### src/hw/rtl/hlpa_pkg.sv
package hlpa_pkg;

   localparam int HopCountDefault = 20;
   localparam logic [31:0] FnvPrime = 32'd16777619;
   localparam logic [7:0] LinkVersion = 8'd1;
   localparam logic [7:0] LinkMsgControl = 8'd1;
   localparam logic [31:0] SeqNever = 32'hFFFF_FFFF;

   localparam logic [2:0] CsrKeySeed = 3'd0;
   localparam logic [2:0] CsrFailsafe = 3'd1;
   localparam logic [2:0] CsrGrace = 3'd2;
   localparam logic [2:0] CsrLookahead = 3'd3;
   localparam logic [2:0] CsrTick = 3'd4;
   localparam logic [2:0] CsrHatId = 3'd5;
   localparam logic [2:0] CsrRacerId = 3'd6;

   typedef struct packed {
      logic        pkt;
      logic        hdr_ok;
      logic [31:0] seq;
      logic [7:0]  left;
      logic [7:0]  right;
      logic        check_ok;
   } job_type;

   function automatic logic [6:0] chan_lookup(input logic [4:0] idx);
      logic [6:0] r;
      unique case (idx)
         5'd0: r = 7'd2;   5'd1: r = 7'd26;  5'd2: r = 7'd62;  5'd3: r = 7'd14;
         5'd4: r = 7'd74;  5'd5: r = 7'd38;  5'd6: r = 7'd6;   5'd7: r = 7'd54;
         5'd8: r = 7'd18;  5'd9: r = 7'd70;  5'd10: r = 7'd34; 5'd11: r = 7'd10;
         5'd12: r = 7'd46; 5'd13: r = 7'd78; 5'd14: r = 7'd22; 5'd15: r = 7'd58;
         5'd16: r = 7'd30; 5'd17: r = 7'd66; 5'd18: r = 7'd42; 5'd19: r = 7'd50;
         default: r = {1'b0, idx[3:0] - 4'd3, 2'b00};
      endcase
      return r;
   endfunction

endpackage

### src/hw/rtl/hlpa_front.sv
module hlpa_front (
   input  logic                  clock,
   input  logic                  reset,
   input  logic                  req_valid,
   output logic                  req_ready,
   input  logic                  req_kind,
   input  logic [7:0]            req_version,
   input  logic [7:0]            req_sender,
   input  logic [7:0]            req_receiver,
   input  logic [7:0]            req_message_type,
   input  logic [31:0]           req_sequence_req,
   input  logic [7:0]            req_left_duty,
   input  logic [7:0]            req_right_duty,
   input  logic [7:0]            req_button_bits,
   input  logic [7:0]            req_flag_bits,
   input  logic [15:0]           req_check_word,
   input  logic [31:0]           key_seed,
   input  logic [7:0]            hat_id,
   input  logic [7:0]            racer_id,
   output logic                  job_valid,
   input  logic                  job_ready,
   output hlpa_pkg::job_type     job
);
   import hlpa_pkg::*;

   logic        busy_ff, busy_in;
   logic        done_ff, done_in;
   logic [3:0]  cnt_ff, cnt_in;
   logic [31:0] hash_ff, hash_in;
   logic [95:0] bytes_ff, bytes_in;
   logic [15:0] chk_ff, chk_in;
   job_type     job_ff, job_in;
   logic [31:0] mixed;
   logic [31:0] folded;

   assign req_ready = !busy_ff && !done_ff;
   assign job_valid = done_ff;
   assign mixed = hash_ff ^ {24'd0, bytes_ff[7:0]};
   assign folded = hash_ff;

   always_comb begin
      busy_in = busy_ff;
      done_in = done_ff;
      cnt_in = cnt_ff;
      hash_in = hash_ff;
      bytes_in = bytes_ff;
      chk_in = chk_ff;
      job_in = job_ff;
      if (req_valid && req_ready) begin
         busy_in = 1'b1;
         cnt_in = 4'd0;
         hash_in = key_seed;
         bytes_in = {req_flag_bits, req_button_bits, req_right_duty, req_left_duty,
                     req_sequence_req, req_message_type, req_receiver, req_sender,
                     req_version};
         chk_in = req_check_word;
         job_in.pkt = req_kind;
         job_in.hdr_ok = (req_version == LinkVersion) && (req_sender == hat_id)
                       && (req_receiver == racer_id) && (req_message_type == LinkMsgControl);
         job_in.seq = req_sequence_req;
         job_in.left = req_left_duty;
         job_in.right = req_right_duty;
         job_in.check_ok = 1'b0;
      end else if (busy_ff) begin
         if (cnt_ff == 4'd12) begin
            busy_in = 1'b0;
            done_in = 1'b1;
            job_in.check_ok = ((folded[15:0] ^ folded[31:16]) == chk_ff);
         end else begin
            hash_in = mixed * FnvPrime;
            bytes_in = {8'd0, bytes_ff[95:8]};
            cnt_in = cnt_ff + 4'd1;
         end
      end else if (done_ff && job_ready) begin
         done_in = 1'b0;
      end
   end

   always_ff @(posedge clock) begin
      if (reset) begin
         busy_ff <= 1'b0;
         done_ff <= 1'b0;
      end else begin
         busy_ff <= busy_in;
         done_ff <= done_in;
      end
      cnt_ff <= cnt_in;
      hash_ff <= hash_in;
      bytes_ff <= bytes_in;
      chk_ff <= chk_in;
      job_ff <= job_in;
   end

   assign job = job_ff;

endmodule

### src/hw/rtl/hlpa_queue.sv
module hlpa_queue (
   input  logic              clock,
   input  logic              reset,
   input  logic              in_valid,
   output logic              in_ready,
   input  hlpa_pkg::job_type in_job,
   output logic              out_valid,
   input  logic              out_ready,
   output hlpa_pkg::job_type out_job
);
   import hlpa_pkg::*;

   job_type    slot_ff [2];
   logic [1:0] cnt_ff, cnt_in;
   logic       wp_ff, wp_in, rp_ff, rp_in;
   logic       push, pop;

   assign in_ready = cnt_ff != 2'd2;
   assign out_valid = cnt_ff != 2'd0;
   assign out_job = slot_ff[rp_ff];
   assign push = in_valid && in_ready;
   assign pop = out_valid && out_ready;

   always_comb begin
      wp_in = push ? !wp_ff : wp_ff;
      rp_in = pop ? !rp_ff : rp_ff;
      cnt_in = cnt_ff + {1'b0, push} - {1'b0, pop};
   end

   always_ff @(posedge clock) begin
      if (reset) begin
         cnt_ff <= 2'd0;
         wp_ff <= 1'b0;
         rp_ff <= 1'b0;
      end else begin
         cnt_ff <= cnt_in;
         wp_ff <= wp_in;
         rp_ff <= rp_in;
      end
      if (push) slot_ff[wp_ff] <= in_job;
   end

endmodule

### src/hw/rtl/hlpa_back.sv
module hlpa_back #(
   parameter int HopCount = hlpa_pkg::HopCountDefault
) (
   input  logic              clock,
   input  logic              reset,
   input  logic              job_valid,
   output logic              job_ready,
   input  hlpa_pkg::job_type job,
   input  logic [15:0]       failsafe_ms,
   input  logic [15:0]       grace_ms,
   input  logic [7:0]        lookahead,
   input  logic [7:0]        tick_ms,
   output logic              rsp_valid,
   input  logic              rsp_ready,
   output logic [6:0]        rsp_listen_channel,
   output logic              rsp_accepted,
   output logic signed [7:0] rsp_left_drive,
   output logic signed [7:0] rsp_right_drive,
   output logic              rsp_motor_stop,
   output logic              rsp_in_sync
);
   import hlpa_pkg::*;

   // The hop index is (counter mod HopMod) / 10. The counter is folded by bytes
   // modulo HopMod, then reduced and divided by exact reciprocal multiplication.
   localparam int HopMod = HopCount * 10;
   localparam int ModB1 = 256 % HopMod;
   localparam int ModB2 = 65536 % HopMod;
   localparam int ModB3 = 16777216 % HopMod;
   localparam int RecipK = 27;
   localparam int RecipM = ((1 << RecipK) + HopMod - 1) / HopMod;
   localparam logic [17:0] TenthM = 18'd820;
   localparam logic [1:0] StIdle = 2'd0;
   localparam logic [1:0] StHop = 2'd1;
   localparam logic [1:0] StOut = 2'd2;

   logic [1:0]  st_ff, st_in;
   logic [31:0] last_seq_ff, last_seq_in;
   logic        synced_ff, synced_in;
   logic [31:0] elapsed_ff, elapsed_in;
   logic [31:0] good_ff, good_in;
   logic [4:0]  scan_ff, scan_in;
   logic [7:0]  step_ff, step_in;
   logic [31:0] cnt_ff, cnt_in;
   logic [17:0] fold_ff, fold_in;
   logic [14:0] quo_ff, quo_in;
   logic [8:0]  rem_ff, rem_in;
   logic [1:0]  ph_ff, ph_in;
   logic        acc_ff, acc_in;
   logic        stop_ff, stop_in;
   logic [6:0]  chan_ff, chan_in;
   logic [7:0]  l_ff, l_in, r_ff, r_in;
   logic        fixed_ff, fixed_in;

   logic [31:0] el_new, age, dgap, since_fs;
   logic        valid, accept, scan, never;
   logic [31:0] cand;
   logic [4:0]  pos, pos_nxt;
   logic [8:0]  step_nxt;
   logic [17:0] fold_sum;
   logic [41:0] quo_prod;
   logic [23:0] quo_mul;
   logic [17:0] rem_wide;
   logic [17:0] tenth_prod;

   assign job_ready = st_ff == StIdle;
   assign rsp_valid = st_ff == StOut;
   assign rsp_listen_channel = chan_ff;
   assign rsp_accepted = acc_ff;
   assign rsp_left_drive = l_ff;
   assign rsp_right_drive = r_ff;
   assign rsp_motor_stop = stop_ff;
   assign rsp_in_sync = synced_ff;

   always_comb begin
      el_new = elapsed_ff + {24'd0, tick_ms};
      age = job.seq - last_seq_ff;
      valid = job.pkt && job.hdr_ok && job.check_ok && age != 32'd0 && !age[31];
      never = last_seq_ff == SeqNever;
      dgap = el_new - good_ff;
      accept = 1'b0;
      scan = 1'b1;
      cand = last_seq_ff + 32'd1;
      pos = ({1'b0, scan_ff} < 6'(HopCount)) ? scan_ff : 5'd0;
      pos_nxt = ({1'b0, pos} + 6'd1 >= 6'(HopCount)) ? 5'd0 : pos + 5'd1;
      step_nxt = {1'b0, step_ff} + 9'd1;
      if (synced_ff) begin
         if (valid) begin
            accept = 1'b1;
            scan = 1'b0;
         end else if (dgap <= {16'd0, grace_ms}) begin
            scan = 1'b0;
         end
      end
      if (scan && !never) begin
         cand = last_seq_ff + {24'd0, step_ff};
         accept = valid && age <= {24'd0, lookahead};
      end else if (scan) begin
         accept = valid;
      end
      if (accept) cand = job.seq + 32'd1;
      since_fs = el_new - (accept ? el_new : good_ff);
      fold_sum = {10'd0, cnt_ff[7:0]} + {10'd0, cnt_ff[15:8]} * 18'(ModB1)
               + {10'd0, cnt_ff[23:16]} * 18'(ModB2) + {10'd0, cnt_ff[31:24]} * 18'(ModB3);
      quo_prod = {24'd0, fold_ff} * 42'(RecipM);
      quo_mul = {9'd0, quo_ff} * 24'(HopMod);
      rem_wide = fold_ff - quo_mul[17:0];
      tenth_prod = {9'd0, rem_ff} * TenthM;
   end

   always_comb begin
      st_in = st_ff;
      last_seq_in = last_seq_ff;
      synced_in = synced_ff;
      elapsed_in = elapsed_ff;
      good_in = good_ff;
      scan_in = scan_ff;
      step_in = step_ff;
      cnt_in = cnt_ff;
      fold_in = fold_ff;
      quo_in = quo_ff;
      rem_in = rem_ff;
      ph_in = ph_ff;
      acc_in = acc_ff;
      stop_in = stop_ff;
      chan_in = chan_ff;
      l_in = l_ff;
      r_in = r_ff;
      fixed_in = fixed_ff;
      unique case (st_ff)
         StIdle: begin
            if (job_valid) begin
               elapsed_in = el_new;
               acc_in = accept;
               l_in = accept ? job.left : 8'd0;
               r_in = accept ? job.right : 8'd0;
               fixed_in = 1'b0;
               if (scan && never && !accept) begin
                  chan_in = chan_lookup(pos);
                  scan_in = pos_nxt;
                  fixed_in = 1'b1;
               end else if (scan && !never && !accept) begin
                  step_in = (step_nxt > {1'b0, lookahead}) ? 8'd1 : step_nxt[7:0];
               end
               if (accept) begin
                  last_seq_in = job.seq;
                  good_in = el_new;
                  synced_in = 1'b1;
                  scan_in = 5'd0;
                  step_in = 8'd1;
               end
               stop_in = since_fs >= {16'd0, failsafe_ms};
               if (stop_in) synced_in = 1'b0;
               cnt_in = cand;
               ph_in = 2'd0;
               st_in = fixed_in ? StOut : StHop;
            end
         end
         StHop: begin
            ph_in = ph_ff + 2'd1;
            unique case (ph_ff)
               2'd0: fold_in = fold_sum;
               2'd1: quo_in = quo_prod[41:27];
               2'd2: rem_in = rem_wide[8:0];
               2'd3: begin
                  chan_in = chan_lookup(tenth_prod[17:13]);
                  st_in = StOut;
               end
            endcase
         end
         StOut: begin
            if (rsp_ready) st_in = StIdle;
         end
         default: st_in = StIdle;
      endcase
   end

   always_ff @(posedge clock) begin
      if (reset) begin
         st_ff <= StIdle;
         last_seq_ff <= SeqNever;
         synced_ff <= 1'b0;
         elapsed_ff <= 32'd0;
         good_ff <= 32'd0;
         scan_ff <= 5'd0;
         step_ff <= 8'd1;
      end else begin
         st_ff <= st_in;
         last_seq_ff <= last_seq_in;
         synced_ff <= synced_in;
         elapsed_ff <= elapsed_in;
         good_ff <= good_in;
         scan_ff <= scan_in;
         step_ff <= step_in;
      end
      cnt_ff <= cnt_in;
      fold_ff <= fold_in;
      quo_ff <= quo_in;
      rem_ff <= rem_in;
      ph_ff <= ph_in;
      acc_ff <= acc_in;
      stop_ff <= stop_in;
      chan_ff <= chan_in;
      l_ff <= l_in;
      r_ff <= r_in;
      fixed_ff <= fixed_in;
   end

endmodule

### src/hw/rtl/hopping_link_packet_acceptor_top.sv
// Channel  Direction  Handshake            Payload
// req      in         req_valid/req_ready  one tick, optional packet
// rsp      out        rsp_valid/rsp_ready  channel, accept, drives, status
// csr      in         csr_write            register index and data
// The front end handles a tick in order: the transfer, twelve byte multiplies,
// the check compare and the hand-off into the queue.
// The back end maps a counter to a hop channel in four steps, but skips them
// while it walks the hop table; either way it can then stall on rsp.
// A two-entry queue lets the hash of the next tick run while a result stalls.
// Reset is synchronous and restores the CSRs, control state and link state.
module hopping_link_packet_acceptor_top #(
   parameter int HopCount = hlpa_pkg::HopCountDefault
) (
   input  logic              clock,
   input  logic              reset,
   input  logic              req_valid,
   output logic              req_ready,
   input  logic              req_kind,
   input  logic [7:0]        req_version,
   input  logic [7:0]        req_sender,
   input  logic [7:0]        req_receiver,
   input  logic [7:0]        req_message_type,
   input  logic [31:0]       req_sequence_req,
   input  logic signed [7:0] req_left_duty,
   input  logic signed [7:0] req_right_duty,
   input  logic [7:0]        req_button_bits,
   input  logic [7:0]        req_flag_bits,
   input  logic [15:0]       req_check_word,
   output logic              rsp_valid,
   input  logic              rsp_ready,
   output logic [6:0]        rsp_listen_channel,
   output logic              rsp_accepted,
   output logic signed [7:0] rsp_left_drive,
   output logic signed [7:0] rsp_right_drive,
   output logic              rsp_motor_stop,
   output logic              rsp_in_sync,
   input  logic              csr_write,
   input  logic [2:0]        csr_index,
   input  logic [31:0]       csr_data
);
   import hlpa_pkg::*;

   logic [31:0] key_ff;
   logic [15:0] fs_ff, gr_ff;
   logic [7:0]  la_ff, tk_ff, hat_ff, racer_ff;
   logic        fj_valid, fj_ready, bj_valid, bj_ready;
   job_type     fj, bj;

   always_ff @(posedge clock) begin
      if (reset) begin
         key_ff <= 32'h5A3C_9E27;
         fs_ff <= 16'd500;
         gr_ff <= 16'd120;
         la_ff <= 8'd60;
         tk_ff <= 8'd10;
         hat_ff <= 8'hA1;
         racer_ff <= 8'hB2;
      end else if (csr_write) begin
         unique case (csr_index)
            CsrKeySeed: key_ff <= csr_data;
            CsrFailsafe: fs_ff <= csr_data[15:0];
            CsrGrace: gr_ff <= csr_data[15:0];
            CsrLookahead: la_ff <= csr_data[7:0];
            CsrTick: tk_ff <= csr_data[7:0];
            CsrHatId: hat_ff <= csr_data[7:0];
            CsrRacerId: racer_ff <= csr_data[7:0];
            default: ;
         endcase
      end
   end

   hlpa_front u_front (
      .clock, .reset, .req_valid, .req_ready, .req_kind, .req_version, .req_sender,
      .req_receiver, .req_message_type, .req_sequence_req,
      .req_left_duty(req_left_duty), .req_right_duty(req_right_duty),
      .req_button_bits, .req_flag_bits, .req_check_word,
      .key_seed(key_ff), .hat_id(hat_ff), .racer_id(racer_ff),
      .job_valid(fj_valid), .job_ready(fj_ready), .job(fj)
   );

   hlpa_queue u_queue (
      .clock, .reset, .in_valid(fj_valid), .in_ready(fj_ready), .in_job(fj),
      .out_valid(bj_valid), .out_ready(bj_ready), .out_job(bj)
   );

   hlpa_back #(.HopCount(HopCount)) u_back (
      .clock, .reset, .job_valid(bj_valid), .job_ready(bj_ready), .job(bj),
      .failsafe_ms(fs_ff), .grace_ms(gr_ff), .lookahead(la_ff), .tick_ms(tk_ff),
      .rsp_valid, .rsp_ready, .rsp_listen_channel, .rsp_accepted,
      .rsp_left_drive, .rsp_right_drive, .rsp_motor_stop, .rsp_in_sync
   );

   a_drive_zero: assert property (@(posedge clock) disable iff (reset)
      rsp_valid && !rsp_accepted |-> rsp_left_drive == 8'sd0 && rsp_right_drive == 8'sd0)
      else $error("drive without acceptance");
   a_stop_sync: assert property (@(posedge clock) disable iff (reset)
      rsp_valid && rsp_motor_stop |-> !rsp_in_sync)
      else $error("sync kept after failsafe");
   a_queue_flow: assert property (@(posedge clock) disable iff (reset)
      bj_valid && bj_ready |=> !rsp_accepted || !rsp_valid || $past(bj.pkt))
      else $error("acceptance without packet");

endmodule
### config.mk
export PLATFORM = sky130hd
export DESIGN_NAME = hopping_link_packet_acceptor_top
export DESIGN_NICKNAME = d
export VERILOG_FILES = /design/src/hw/rtl/hlpa_pkg.sv /design/src/hw/rtl/hlpa_front.sv /design/src/hw/rtl/hlpa_queue.sv /design/src/hw/rtl/hlpa_back.sv /design/src/hw/rtl/hopping_link_packet_acceptor_top.sv
export SDC_FILE = /design/constraint.sdc
export NUM_CORES = 2
export LEC_CHECK = 0
export ABC_AREA = 1
export BUFFER_PORTS_ARGS = -buffer_cell sky130_fd_sc_hd__buf_2
export CAP_MARGIN = 20
export CORE_ASPECT_RATIO = 0.5
export CORE_MARGIN = 2
export CORE_UTILIZATION = 31
export CTS_CLUSTER_DIAMETER = 120
export DETAILED_ROUTE_END_ITERATION = 8
export PLACE_DENSITY = 0.48
export SLEW_MARGIN = 10
export SYNTH_ARGS = -nofsm -noshare
export SYNTH_HDL_FRONTEND = slang
export SYNTH_HIERARCHICAL = 1
export SYNTH_SLANG_ARGS = --single-unit
### constraint.sdc
create_clock -name clock -period 10.85 [get_ports clock]
set_clock_uncertainty 0.15 [all_clocks]
set_input_delay 2.17 -clock clock [delete_from_list [all_inputs] [get_ports clock]]
set_output_delay 2.17 -clock clock [all_outputs]
set_load 0.02 [all_outputs]
==> run_results.csv <==
group,metric,value,unit
sta,worst_pin_slew,1.102,ns
synthesis,seq_area_frac_synth,32.36,%
global_routing,grt_pass1_vias,38480,
placement,io_buffer_count,179,
synthesis,synth_top_family_by_area,"adder cells",
cts,cts_resized,0,
setup_path,critPathLaunchType,"register",
setup_path,critPathKind,"reg -> reg",
floorplanning,initial_core_util,31.26,%
routing,routed_wl,142.0,mm
cts,cts_max_path_buffers,3,
setup_path,path_buf_inv,4,
setup_path,path_max_fanout,49,
routing,vias,38670,
setup_path,cp_slowest_cell,"o21ai_0",
sta,hold_viol,0,
outcome,outcome,"complete, no violations",
synthesis,synth_compound_area_share,7.180,%
routing,dr.first_iter.drc_count,2318,
cts,post_cts_buffers,0,
floorplanning,row_count,103,
cts,cts_max_level,3,
global_routing,grt_max_degree,86,
global_routing,overflow,0,
synthesis,yosysTopAreaCellShare,23.45,%
sta,fin_crit_sh,87.98,%
synthesis,synthAdderAreaFrac,23.67,%
global_routing,antenna_found_initial,8,
sta,grt_setup_unrepaired,"no",
synthesis,ys_top_cells_by_count,"nand2_1 (1537), inv_1 (1083), ha_1 (577), nor2_1 (506), edfxtp_1 (386)",
cells_and_area,fin_util,34.85,%
setup_path,critPathArrivalTime,9.77,ns
cts,clock-root-buffer,"clkbuf_16",
min_path,whs_path_depth,0,
synthesis,netlist.top_cell.by_area,"edfxtp_1",
global_routing,grt_usage,17.55,%
routing,detail-route-antenna-nets,0,
setup_path,crit_required,11.08,ns
setup_path,cp_top_family,"simple AND/OR/NAND/NOR gates",
synthesis,ys.flop_type,"edfxtp_1",
setup_path,r2r_cells,59,
sta,finalSetupViolations,0,
synthesis,synthesis.nets,7028,
routing,first_pass_iters,6,
sta,max_freq,0.1048,GHz
sta,slew_headroom,26.57,%
routing,wl_per_cell,16.92,um
cts,cts_hold_buf,0,
cells_and_area,final_area,55100,um2
setup_path,slowest_delay,0.46,ns
cts,clock_sinks,606,
synthesis,synth-simple-area-share,21.53,%
routing,drc,0,
min_path,hp-class,"reg -> reg",
setup_path,end_kind,"register",
sta,timing.final.max_slew_violations,0,
synthesis,ys_types,67,
synthesis,avgSynthCellArea,8.139,um2
cells_and_area,nets,7194,
floorplanning,ios,181,
cts,path_clk_slew,0.06,ns
placement,place.gp.congestion,0.9010,
synthesis,yosys-top-cells-area,"edfxtp_1 (23%), ha_1 (15%), nand2_1 (12%), fa_1 (9.1%), dfxtp_1 (8.9%)",
floorplanning,fp.dieH,286.4,um
placement,dpl.hpwl,114.0,mm
synthesis,async_flop_share,0,%
synthesis,synth_mux_area_share,1.541,%
floorplanning,die_w,568.8,um
floorplanning,core-area,158100,um2
cells_and_area,areaGrowthSynthToFinish,11.46,%
synthesis,netlist_area,49440,um2
cts,insertion_delay,0.66,ns
cells_and_area,drive_above_1_share,7.436,%
floorplanning,die_area,162900,um2
setup_path,cpMostUsedCell,"nand2_1",
synthesis,yosysMostFrequentCell,"nand2_1",
synthesis,synth-seq-cells,606,
sta,period_needed,9.546,ns
run,drv_cap,0,
synthesis,synthXorXnorAreaFrac,4.128,%
routing,via_per_inst,4.606,
synthesis,synth_edf_count,386,
setup_path,cp.depth,59,
global_routing,grt_pass1_wl,222.9,mm
synthesis,synthCells,6074,
cts,cts_tree,"built",
placement,placed_area,52570,um2
synthesis,yosysWarnings,6,
cts,cts_buffers,70,
sta,fin_hold_ws,0.2627,ns
sta,tns,0,ns
==> layout make-up <==
type                    instances  area, um2
well taps                    2100       2628
fillers                     16740     103000
diodes                          2      5.005
clock buffers                  93       1962
clock inverters                33      559.3
repair buffers                204       1084
multi-input cells            4263      28750
inverters                    1095       4119
flip-flops and latches        606      16000
==> layout by cell type (no fill, tap or decap), drive strengths merged, types with 2 or more instances in the layout <==
cell type	n
and2	7
buf	204
nand3b	26
clkbuf	93
o221ai	5
a21oi	257
a21boi	4
o22ai	5
inv	1095
a221oi	4
nand4	54
o2111ai	5
or2	13
ha	577
xnor2	80
nand3	307
o21bai	17
fa	224
bufinv	11
xor2	153
clkinv	19
nor4	20
o31ai	4
dfxtp	220
o211ai	44
nor3	57
o21a	6
clkinvlp	3
a31oi	9
nor2	526
nor3b	5
a21o	16
mux2	51
nand2	1549
o21ai	214
diode	2
and3	5
edfxtp	386
a211oi	8
==> worst reg2reg max path: cells and delay by family, from the launching register on <==
family          cells  cell delay, ns
simple gates       40            4.85
compound gates      5            1.09
flops               1            0.33
buf+inv             4            0.34
fa+ha+maj           7            2.11
xor+xnor            3            0.42
==> worst paths after layout <==
kind | from | endpoint | slack (ns)
setup / recovery | tk_ff[0] | u_back/rsp_motor_stop | 1.30
setup reg to reg | tk_ff[0] | u_back/rsp_motor_stop | 1.30
hold reg to reg | u_back/cnt_ff[1] | u_back/fold_ff[1] | 0.26
hold / removal | u_back/cnt_ff[1] | u_back/fold_ff[1] | 0.26
==> per-layer routing <==
layer  vias to the layer above  global-route usage, %  share of wire [%]
met5                         -                      0                  0
met4                         0                  3.542                1.7
met3                       138                  2.161                3.4
met2                       589                  30.18                 47
met1                     18120                  23.65                 48
li1                      19820                      -                  -
==> state kept, by name (all words and copies together), names as in the netlist, 6 cells and up, named ones only <==
name / flops
racer_ff: 8
u_back/rsp_listen_channel: 6
u_back/fold_ff: 17
tk_ff: 8
u_back/rem_ff: 9
fs_ff: 16
u_back/good_ff: 32
la_ff: 8
u_back/rsp_right_drive: 8
u_back/quo_ff: 6
u_front/bytes_ff: 96
hat_ff: 8
u_back/elapsed_ff: 32
key_ff: 32
u_front/chk_ff: 16
u_back/step_ff: 8
u_back/cnt_ff: 32
u_queue/slot_ff: 102
u_front/job: 51
u_back/last_seq_ff: 32
gr_ff: 16
u_front/folded: 32
u_back/rsp_left_drive: 8
==> logic make-up after synthesis <==
| family | after synthesis |
|---|---|
| AOI/OAI and AO/OA | 606 |
| xor gates and xnor gates | 233 |
| adders and majority gates | 801 |
| buffers and inverters | 1205 |
| DFF | 606 |
| muxes | 51 |
| other | 1 |
| and+or+nand+nor | 2571 |
==> stage by stage <==
stage | setup WS (ns) | cells
after global routing | 0.07082 | 8395
after detailed placement | 1.367 | 8268
after floorplan | 3.075 | 6074
after global placement | 1.436 | 8268
after CTS | 1.288 | 8394
final | 1.304 | 8396
Power is left out: the tool's default activity adds up to more than one toggle a clock period on the data nets, which glitch-free logic cannot reach.
